<file path="config.mk">
export PLATFORM = sky130hd
export DESIGN_NAME = fifo_handoff_mutex
export DESIGN_NICKNAME = d
export VERILOG_FILES = /design/src/rtl/fm_pkg.sv /design/src/rtl/fifo_handoff_mutex.sv /design/src/rtl/fm_waitq_mem.sv
export SDC_FILE = /design/constraint.sdc
export NUM_CORES = 1
export LEC_CHECK = 0
export BUFFER_PORTS_ARGS = -buffer_cell sky130_fd_sc_hd__buf_2
export CAP_MARGIN = 20
export CORE_ASPECT_RATIO = 0.75
export CORE_UTILIZATION = 60
export CTS_BUF_LIST = sky130_fd_sc_hd__clkbuf_2 sky130_fd_sc_hd__clkbuf_4 sky130_fd_sc_hd__clkbuf_8
export DETAILED_ROUTE_END_ITERATION = 10
export GPL_TIMING_DRIVEN = 0
export PLACE_DENSITY = 0.79
export RECOVER_POWER = 50
export SYNTH_ARGS = -nofsm -noshare
export SYNTH_HDL_FRONTEND = slang
export SYNTH_SLANG_ARGS = --single-unit
</file>
<file path="constraint.sdc">
create_clock -name clock -period 4.5 [get_ports clock]
set_input_delay 0.45 -clock clock [delete_from_list [all_inputs] [get_ports clock]]
set_output_delay 0.45 -clock clock [all_outputs]
set_load 0.1 [all_outputs]
</file>
<file path="src/rtl/fm_pkg.sv">
// Package for the hardware mutex with a FIFO wait queue.
// Holds default sizes, status codes and the sequencer state type.
// No dependencies.
package fm_pkg;

   localparam int DEF_QUEUE_DEPTH = 16;
   localparam int DEF_PID_BITS    = 8;

   // Widths of the transfer fields on the ports.
   localparam int PID_W    = 8;
   localparam int STATUS_W = 3;
   localparam int COUNT_W  = 5;
   localparam int RSP_W    = 32;

   typedef enum logic [STATUS_W-1:0] {
      ST_GRANTED  = 3'd0,
      ST_ALREADY  = 3'd1,
      ST_QUEUED   = 3'd2,
      ST_DROPPED  = 3'd3,
      ST_RELEASED = 3'd4,
      ST_HANDOFF  = 3'd5,
      ST_IGNORED  = 3'd6
   } status_type;

   typedef enum logic {
      OP_LOCK   = 1'b0,
      OP_UNLOCK = 1'b1
   } op_type;

   typedef enum logic {
      SEQ_IDLE,
      SEQ_EXEC
   } seq_type;

endpackage

</file>
<file path="src/rtl/fifo_handoff_mutex.sv">
// Hardware mutex with a FIFO queue of waiting ids. Each lock or unlock
// request gives one response carrying status, the woken waiter, and the
// lock state after the request. In the cycle a request is accepted the
// queue head is read from the wait queue memory, whose read is registered;
// once the response slot is free the request is resolved in the exec state,
// the queue written or popped and the response registered. The block takes
// no new request until the last one is resolved, so a held response stalls
// both the resolution of the pending request and the acceptance of the next.
// Requires fm_pkg and fm_waitq_mem.
module fifo_handoff_mutex #(
   parameter int QUEUE_DEPTH = fm_pkg::DEF_QUEUE_DEPTH,
   parameter int PID_BITS    = fm_pkg::DEF_PID_BITS
) (
   input  logic                     clock,
   input  logic                     reset,
   input  logic                     req_tvalid,
   output logic                     req_tready,
   input  logic [fm_pkg::PID_W-1:0] req_tdata,  // [7:0] pid
   input  logic                     req_tuser,  // [0] op
   output logic                     rsp_tvalid,
   input  logic                     rsp_tready,
   // [2:0] status, [3] woke_valid, [11:4] woke_pid, [12] is_locked,
   // [20:13] current_owner, [25:21] waiting_count, [31:26] zero
   output logic [fm_pkg::RSP_W-1:0] rsp_tdata
);
   import fm_pkg::*;

   localparam int PTR_W  = (QUEUE_DEPTH > 1) ? $clog2(QUEUE_DEPTH) : 1;
   localparam int FILL_W = $clog2(QUEUE_DEPTH + 1);
   localparam logic [PTR_W-1:0]  LAST_SLOT = PTR_W'(QUEUE_DEPTH - 1);
   localparam logic [FILL_W-1:0] FULL_FILL = FILL_W'(QUEUE_DEPTH);

   seq_type               state_ff, state_in;
   logic                  held_ff, held_in;
   logic [PID_BITS-1:0]   owner_ff, owner_in;
   logic [PTR_W-1:0]      head_ff, head_in;
   logic [PTR_W-1:0]      tail_ff, tail_in;
   logic [FILL_W-1:0]     fill_ff, fill_in;
   op_type                op_ff;
   logic [PID_BITS-1:0]   pid_ff;
   logic                  rsp_valid_ff, rsp_valid_in;
   logic [RSP_W-1:0]      rsp_data_ff, rsp_data_in;

   logic                  accept;
   logic                  commit;
   logic                  push;
   logic [PID_BITS-1:0]   head_pid;
   status_type            status;
   logic                  woke_valid;
   logic [PID_BITS-1:0]   woke_pid;

   fm_waitq_mem #(
      .DEPTH  (QUEUE_DEPTH),
      .WIDTH  (PID_BITS),
      .ADDR_W (PTR_W)
   ) u_waitq (
      .clock   (clock),
      .wr_en   (push),
      .wr_addr (tail_ff),
      .wr_data (pid_ff),
      .rd_en   (accept),
      .rd_addr (head_ff),
      .rd_data (head_pid)
   );

   always_ff @(posedge clock) begin
      if (reset) begin
         state_ff     <= SEQ_IDLE;
         held_ff      <= 1'b0;
         owner_ff     <= '0;
         head_ff      <= '0;
         tail_ff      <= '0;
         fill_ff      <= '0;
         rsp_valid_ff <= 1'b0;
      end else begin
         state_ff     <= state_in;
         held_ff      <= held_in;
         owner_ff     <= owner_in;
         head_ff      <= head_in;
         tail_ff      <= tail_in;
         fill_ff      <= fill_in;
         rsp_valid_ff <= rsp_valid_in;
      end
   end

   always_ff @(posedge clock) begin
      if (accept) begin
         op_ff  <= op_type'(req_tuser);
         pid_ff <= PID_BITS'(req_tdata);
      end
      if (commit) begin
         rsp_data_ff <= rsp_data_in;
      end
   end

   // Sequencer: accept in idle, resolve once the response slot is free.
   always_comb begin
      state_in   = state_ff;
      req_tready = 1'b0;
      commit     = 1'b0;
      unique case (state_ff)
         SEQ_IDLE: begin
            req_tready = 1'b1;
            if (req_tvalid) begin
               state_in = SEQ_EXEC;
            end
         end
         SEQ_EXEC: begin
            if (!rsp_valid_ff || rsp_tready) begin
               commit   = 1'b1;
               state_in = SEQ_IDLE;
            end
         end
         default: state_in = SEQ_IDLE;
      endcase
   end

   assign accept = req_tvalid && req_tready;

   // Request resolution against the registered state and the queue head.
   always_comb begin
      held_in    = held_ff;
      owner_in   = owner_ff;
      head_in    = head_ff;
      tail_in    = tail_ff;
      fill_in    = fill_ff;
      push       = 1'b0;
      woke_valid = 1'b0;
      woke_pid   = '0;
      status     = ST_IGNORED;
      if (op_ff == OP_LOCK) begin
         if (!held_ff) begin
            status = ST_GRANTED;
            if (commit) begin
               held_in  = 1'b1;
               owner_in = pid_ff;
            end
         end else if (owner_ff == pid_ff) begin
            status = ST_ALREADY;
         end else if (fill_ff == FULL_FILL) begin
            status = ST_DROPPED;
         end else begin
            status = ST_QUEUED;
            if (commit) begin
               push    = 1'b1;
               tail_in = (tail_ff == LAST_SLOT) ? '0 : tail_ff + 1'b1;
               fill_in = fill_ff + 1'b1;
            end
         end
      end else if (held_ff && owner_ff == pid_ff) begin
         if (fill_ff != '0) begin
            status     = ST_HANDOFF;
            woke_valid = 1'b1;
            woke_pid   = head_pid;
            if (commit) begin
               owner_in = head_pid;
               head_in  = (head_ff == LAST_SLOT) ? '0 : head_ff + 1'b1;
               fill_in  = fill_ff - 1'b1;
            end
         end else begin
            status = ST_RELEASED;
            if (commit) begin
               held_in  = 1'b0;
               owner_in = '0;
            end
         end
      end
   end

   always_comb begin
      rsp_data_in        = '0;
      rsp_data_in[2:0]   = status;
      rsp_data_in[3]     = woke_valid;
      rsp_data_in[11:4]  = PID_W'(woke_pid);
      rsp_data_in[12]    = held_in;
      rsp_data_in[20:13] = PID_W'(owner_in);
      rsp_data_in[25:21] = COUNT_W'(fill_in);
   end

   always_comb begin
      rsp_valid_in = rsp_valid_ff;
      if (rsp_tready) begin
         rsp_valid_in = 1'b0;
      end
      if (commit) begin
         rsp_valid_in = 1'b1;
      end
   end

   assign rsp_tvalid = rsp_valid_ff;
   assign rsp_tdata  = rsp_data_ff;

   // The queue never holds more entries than it has slots.
   a_fill_bound: assert property (@(posedge clock) disable iff (reset)
      fill_ff <= FULL_FILL)
      else $error("wait queue fill exceeds depth");

   // Waiters can only exist while the mutex is held.
   a_free_empty: assert property (@(posedge clock) disable iff (reset)
      !held_ff |-> fill_ff == '0)
      else $error("waiters queued on a free mutex");

   // An accepted request moves the sequencer to the exec state in the following cycle.
   a_accept_exec: assert property (@(posedge clock) disable iff (reset)
      accept |=> state_ff == SEQ_EXEC)
      else $error("accepted request not resolved");

   // A woken waiter is reported exactly with a handoff status.
   a_woke_status: assert property (@(posedge clock) disable iff (reset)
      rsp_valid_ff |-> (rsp_data_ff[3] == (rsp_data_ff[2:0] == ST_HANDOFF)))
      else $error("woke flag disagrees with status");

endmodule

</file>
<file path="src/rtl/fm_waitq_mem.sv">
// Wait queue storage of the mutex: one write port, one read port with a
// registered read. No package dependencies.
module fm_waitq_mem #(
   parameter int DEPTH  = 16,
   parameter int WIDTH  = 8,
   parameter int ADDR_W = 4
) (
   input  logic              clock,
   input  logic              wr_en,
   input  logic [ADDR_W-1:0] wr_addr,
   input  logic [WIDTH-1:0]  wr_data,
   input  logic              rd_en,
   input  logic [ADDR_W-1:0] rd_addr,
   output logic [WIDTH-1:0]  rd_data
);

   logic [WIDTH-1:0] mem [DEPTH];
   logic [WIDTH-1:0] rd_data_ff;

   always_ff @(posedge clock) begin
      if (wr_en) begin
         mem[wr_addr] <= wr_data;
      end
   end

   always_ff @(posedge clock) begin
      if (rd_en) begin
         rd_data_ff <= mem[rd_addr];
      end
   end

   assign rd_data = rd_data_ff;

endmodule

</file>
==> impl_metrics.json, run 1 <==
{
  "clk_path_buf_depth": 2,
  "gp_congestion": 0.851,
  "skew_ns": 0.0139,
  "min_period_ns": 3.19,
  "hold_viol_final": 0,
  "p_leak_nw": 2.92,
  "ctsHoldBuffers": 0,
  "yosys_warnings": 0,
  "cp_data_arrival_time_ns": 3.37,
  "netlist_instances": 456,
  "synthTopCellsByCount": "edfxtp_1 (171), nor2_1 (44), mux4_2 (40)",
  "slew_headroom_pct": -10.7,
  "hpwlAfterDp_mm": 10.4,
  "grt-ovfl-total": 0,
  "netlist-cell-type-count": 43,
  "tns_ns": 0,
  "cp-end-kind": "flop",
  "grt_pass1_vias": 4216,
  "synth_area_leaders": "edfxtp_1 (66%), mux4_2 (12%), dfxtp_1 (6.1%)",
  "die_w_um": 134,
  "num_rows": 35,
  "violations": "max-capacitance violations, max-slew violations",
  "worst_pin_slew_ns": 1.66,
  "cts_buffers": 17,
  "slew_viol_final": 18,
  "yosysTopAreaCell": "edfxtp_1",
  "fin_hold_ws_ns": 0.150,
  "synth_edf_count": 171,
  "drc": 0,
  "synth.avg_cell_area_um2": 17.1,
  "wl_mm": 15.7,
  "root_buffer": "clkbuf_8",
  "nFillCells": 807,
  "io_pins": 47,
  "path_max_fanout": 7,
  "async_reset_ff_share_pct": 0,
  "worstSetupPathType": "flop to flop",
  "synthFlopType": "edfxtp_1",
  "insertion_delay_ns": 0.47,
  "p_per_area_nw_per_um2": 399,
  "yosysSeqAreaShare_pct": 71.8,
  "start_kind": "flop",
  "drt-wirelength-per-cell_um": 22.2,
  "clk_transition_reported_paths_ns": 0.10,
  "first_pass_iters": 5,
  "antenna_found_initial": 0,
  "setup_viol": 0,
  "grt.total_usage_pct": 25.3,
  "num-nets-final": 545,
  "routed_via_density": 6.09,
  "synth-seq-cells": 195,
  "die_area_um2": 13500,
  "hp-class": "input pin to flop",
  "drt_iter0_drc": 538,
  "port-buffer-count": 40,
  "vdd_drop_max_v": 0.000341,
  "cts_setup_buffers": 0,
  "drv_cap": 1,
  "cts_tree": "yes",
  "vias": 4286,
  "core_um2": 12500,
  "grt_max_degree": 29,
  "outcome": "complete, but fails checks",
  "finalCritPeriodShare_pct": 71.0,
  "max_freq_mhz": 313,
  "detail-route-antenna-nets": 0,
  "cts_resized": 0,
  "synth.top_cell.area_share_pct": 65.7,
  "fp.dieH_um": 101,
  "grt_pass1_wl_mm": 23.8,
  "layout-drive-gt1-share_pct": 23.6,
  "htreeDepth": 4,
  "initial_core_util_pct": 62.6,
  "n_antenna_cell": 0,
  "synth_area_um2": 7820,
  "rsz0062_at_grt": "false",
  "critPathRequiredTime_ns": 4.67,
  "syn_to_final_growth_pct": 11.0,
  "numClockSinks": 195,
  "synth_most_common_cell": "edfxtp_1"
}
power breakdown:
part           internal (W)  switching [W]  total, W
Sequential          0.00200      0.0000405   0.00204
Clock              0.000564       0.000639   0.00120
Combinational     0.0000330       0.000186  0.000219
routing by layer:
layer,share of wire [%],vias up,routed length [um],track usage (%)
li1,-,1906,-,-
met1,41,2154,6480,35.3
met2,47,205,7430,39.0
met3,9.8,21,1530,6.94
met4,1.4,0,215,8.74
met5,0,-,0,0
worst max-delay path: stages (launching register included):
cell and delay, ns:
dfxtp_1 0.46, inv_1 0.13, ha_1 0.28, nor3b_2 0.19, and2_1 0.23, nor3_4 0.25, and2_1 0.17, buf_2 0.17
nand2_1 0.16, nor3_1 0.58, buf_4 0.29
kinds of logic (layout without fill, tap and decap cells):
kind of cell               count (synthesis)  in the layout  share of synthesized area (%)
DFF                                      195            195                           71.8
and+or+nand+nor                          129            129                           8.96
muxes                                     44             44                           12.1
buffers and inverters                     35            112                           2.11
AOI/OAI and AO/OA                         33             33                           2.53
xor gates and xnor gates                  12             12                           1.34
adders and majority gates                  7              7                           1.12
other                                      1              6                         0.0480
final timing paths:
| check | from | endpoint | slack (ns) | cells past startpoint |
|---|---|---|---|---|
| hold / removal | req_tdata[6] | pid_ff[6]$_DFFE_PP_ | 0.15 | 1 |
| hold reg to reg | state_ff$_SDFF_PP0_ | rsp_tvalid$_SDFFE_PP0P_ | 0.54 | 2 |
| setup reg to reg | fill_ff[0]$_SDFF_PP0_ | u_waitq.mem[2][7]$_DFFE_PP_ | 1.31 | 10 |
| setup / recovery | fill_ff[0]$_SDFF_PP0_ | u_waitq.mem[2][7]$_DFFE_PP_ | 1.31 | 10 |
registers in the layout, indices dropped and copies added, names as in the netlist:
signal           flops
fill_ff              5
rsp_tvalid           1
rsp_tdata           26
held_ff              1
tail_ff              4
head_ff              4
owner_ff             8
u_waitq.rd_data      8
op_ff                1
pid_ff               8
state_ff             1
u_waitq.mem        128
through the flow:
step	instance area, um^2	setup WS [ns]	util (%)	total power [W]	cells
floorplan	7840	1.83	-	0.00225	461
global placement	8250	1.10	66.1	0.00230	667
detailed placement	8270	1.35	66.3	0.00230	671
CTS	8700	1.30	69.7	0.00348	703
global route	8680	1.01	69.5	0.00356	704
finish	8680	1.31	69.5	0.00347	704
cell usage in the layout (no fill, tap or decap), types with 7 or more instances in the layout:
cell	synthesis	final
a21oi_1	17	17
and2_1	12	12
buf_2	9	36
buf_4	6	8
clkbuf_1	11	27
clkbuf_8	0	17
dfxtp_1	24	24
edfxtp_1	171	171
ha_1	7	7
inv_1	8	8
inv_6	0	7
mux4_2	40	40
nand2_1	15	15
nand3_1	7	7
nor2_1	44	44
nor3_1	16	16
nor4_1	10	10
xor2_1	10	10
cell type report:
class	count	area, um^2	share of cell area, %
inverters	8	30.0	0.346
well taps	166	208	2.39
repair buffers	45	210	2.42
plain buffers	27	135	1.56
multi-input cells	231	2060	23.7
clock inverters	15	190	2.19
clock buffers	17	234	2.70
flip-flops and latches	195	5620	64.7
Note: power is estimated with default switching activity, not from simulation.
==> run 2: changes to the inputs <==
--- a/config.mk
+++ b/config.mk
@@ -8,11 +8,11 @@
 export BUFFER_PORTS_ARGS = -buffer_cell sky130_fd_sc_hd__buf_2
 export CAP_MARGIN = 20
 export CORE_ASPECT_RATIO = 0.75
-export CORE_UTILIZATION = 60
+export CORE_UTILIZATION = 57
 export CTS_BUF_LIST = sky130_fd_sc_hd__clkbuf_2 sky130_fd_sc_hd__clkbuf_4 sky130_fd_sc_hd__clkbuf_8
 export DETAILED_ROUTE_END_ITERATION = 10
 export GPL_TIMING_DRIVEN = 0
-export PLACE_DENSITY = 0.79
+export PLACE_DENSITY = 0.78
 export RECOVER_POWER = 50
 export SYNTH_ARGS = -nofsm -noshare
 export SYNTH_HDL_FRONTEND = slang
==> constraint.sdc (replaced) <==
create_clock -name clock -period 2.91 [get_ports clock]
set_input_delay 0.291 -clock clock [delete_from_list [all_inputs] [get_ports clock]]
set_output_delay 0.291 -clock clock [all_outputs]
set_load 0.1 [all_outputs]
==> impl_metrics.json, run 2 (synthesis results as in run 1) <==
{
  "cp_data_arrival_time_ns": 2.99,
  "io_pins": 47,
  "layoutNonFillerInstCount": 730,
  "crit_chain": "xor2_1 -> nor4_4 -> nand2_2 -> and2_1 -> buf_2 -> nand2_1 -> nor3_4 -> buf_2",
  "grt_pass1_vias": 4080,
  "drc": 0,
  "largest_reg_flops": 128,
  "slew_headroom_pct": 32.6,
  "root_buffer": "clkbuf_8",
  "wl_mm": 16.0,
  "min_period_ns": 2.84,
  "die_w_um": 137,
  "htreeDepth": 4,
  "gp_congestion": 0.887,
  "routed_via_density": 6.07,
  "skew_ns": 0.0184,
  "p_per_area_nw_per_um2": 591,
  "clk_transition_reported_paths_ns": 0.10,
  "numClockSinks": 195,
  "port-buffer-count": 40,
  "path_max_fanout": 18,
  "grt_max_degree": 29,
  "hp-class": "input pin to flop",
  "detail-route-antenna-nets": 0,
  "syn_to_final_growth_pct": 14.5,
  "cp-end-kind": "flop",
  "worst_pin_slew_ns": 1.01,
  "grt-ovfl-total": 0,
  "max_freq_mhz": 352,
  "place_area_um2": 8290,
  "critPathRequiredTime_ns": 3.06,
  "critical_path.slowest_cell": "edfxtp_1",
  "clk_path_buf_depth": 2,
  "rsz0062_at_grt": "true",
  "p_leak_nw": 3.06,
  "outcome": "finished, final reports clean",
  "layout-drive-gt1-share_pct": 29.9,
  "fp.dieH_um": 103,
  "drt-wirelength-per-cell_um": 21.9,
  "numPlacedInstances": 677,
  "grt_pass1_wl_mm": 23.5,
  "critPathMaxStageDelay_ns": 0.87,
  "initial_core_util_pct": 59.2,
  "crit_top_cell": "buf_2",
  "num-nets-final": 565,
  "num_rows": 36,
  "core_um2": 13200,
  "top_register": "u_waitq.mem",
  "antenna_found_initial": 1,
  "finalCritPeriodShare_pct": 97.5,
  "cts_tree": "yes",
  "first_pass_iters": 5,
  "slew_viol_final": 0,
  "drt_iter0_drc": 496,
  "setup_viol": 0,
  "nFillCells": 854,
  "grt.total_usage_pct": 24.1,
  "vias": 4430,
  "insertion_delay_ns": 0.46,
  "vdd_drop_max_v": 0.000458,
  "drv_cap": 0,
  "worstSetupPathType": "flop to flop",
  "cts_buffers": 17,
  "die_area_um2": 14200,
  "hold_viol_final": 0,
  "layout_commonest_cell": "edfxtp_1",
  "final_cell_area_um2": 8950,
  "final_cell_mix": "edfxtp_1 (171), buf_2 (53), mux4_2 (40)",
  "fin_hold_ws_ns": 0.109,
  "hpwlAfterDp_mm": 10.7,
  "start_kind": "flop"
}
==> run 2: changes by cell type in the layout (fill, tap and decap cells not counted), moves of 4 or more <==
cell / delta
clkbuf_1: -11
nor3_1: -4
buf_2: +17
dlygate4sd3_1: +9
nor2_2: +11
nor2_1: -12
==> run 2: final cells by class <==
cell class | count | area, um^2 | share of cell area (%)
tap | 171 | 214 | 2.39
multi-input combinational | 231 | 2130 | 23.8
buffer | 27 | 135 | 1.51
timing repair buffer | 65 | 427 | 4.77
inverter | 8 | 30.0 | 0.335
antenna | 1 | 2.50 | 0.0280
clock inverter | 15 | 164 | 1.83
sequential | 195 | 5620 | 62.8
clock buffer | 17 | 234 | 2.61
==> run 2: repair_timing <==
action                                 4_1_cts  5_1_grt
setup buffers                                0       10
pin swaps                                    0        0
setup endpoints to repair                   99      123
endpoints found under the hold margin        8        1
gates resized for setup                     12       10
hold buffers                                 8        1
==> run 2: path summary, 6_finish.rpt <==
| check | cells past startpoint | start | endpoint | slack, ns |
|---|---|---|---|---|
| max | 8 | pid_ff[6]$_DFFE_PP_ | u_waitq.mem[0][0]$_DFFE_PP_ | 0.07 |
| min | 2 | reset | owner_ff[7]$_SDFF_PP0_ | 0.11 |
| max reg2reg | 8 | pid_ff[6]$_DFFE_PP_ | u_waitq.mem[0][0]$_DFFE_PP_ | 0.07 |
| min reg2reg | 2 | state_ff$_SDFF_PP0_ | rsp_tvalid$_SDFFE_PP0P_ | 0.57 |
==> run 2: routing by layer <==
layer,vias to the layer above,share of wire (%),GRT usage [%]
met4,0,1.2,8.71
met1,2213,42,34.1
met3,20,9.5,6.38
li1,1946,-,-
met2,251,48,36.7
met5,-,0,0
==> run 2: power by group <==
group          switching, W  internal (W)  total [W]  leakage (nW)
Sequential        0.0000527       0.00309    0.00315          1.76
Clock              0.000981      0.000784    0.00176         0.194
Combinational      0.000303     0.0000775   0.000381          1.10
==> run 2: through the flow <==
| step | setup TNS (ns) | setup WS [ns] | utilization, % | total power (W) |
|---|---|---|---|---|
| global placement | -10.09 | -0.394 | 62.5 | 0.00355 |
| floorplan | 0 | 0.235 | - | 0.00348 |
| finish | 0 | 0.0721 | 67.8 | 0.00529 |
| CTS | -2.66 | -0.121 | 66.7 | 0.00527 |
| global route | -0.731 | -0.0412 | 67.8 | 0.00543 |
| detailed placement | -5.93 | -0.124 | 62.8 | 0.00356 |
==> run 2: critical path: cells and delay by family, from the launching register on <==
kind / cells / cell delay (ns)
xor+xnor: 1 / 0.31
flops: 1 / 0.87
simple gates: 5 / 0.91
buf+inv: 2 / 0.42
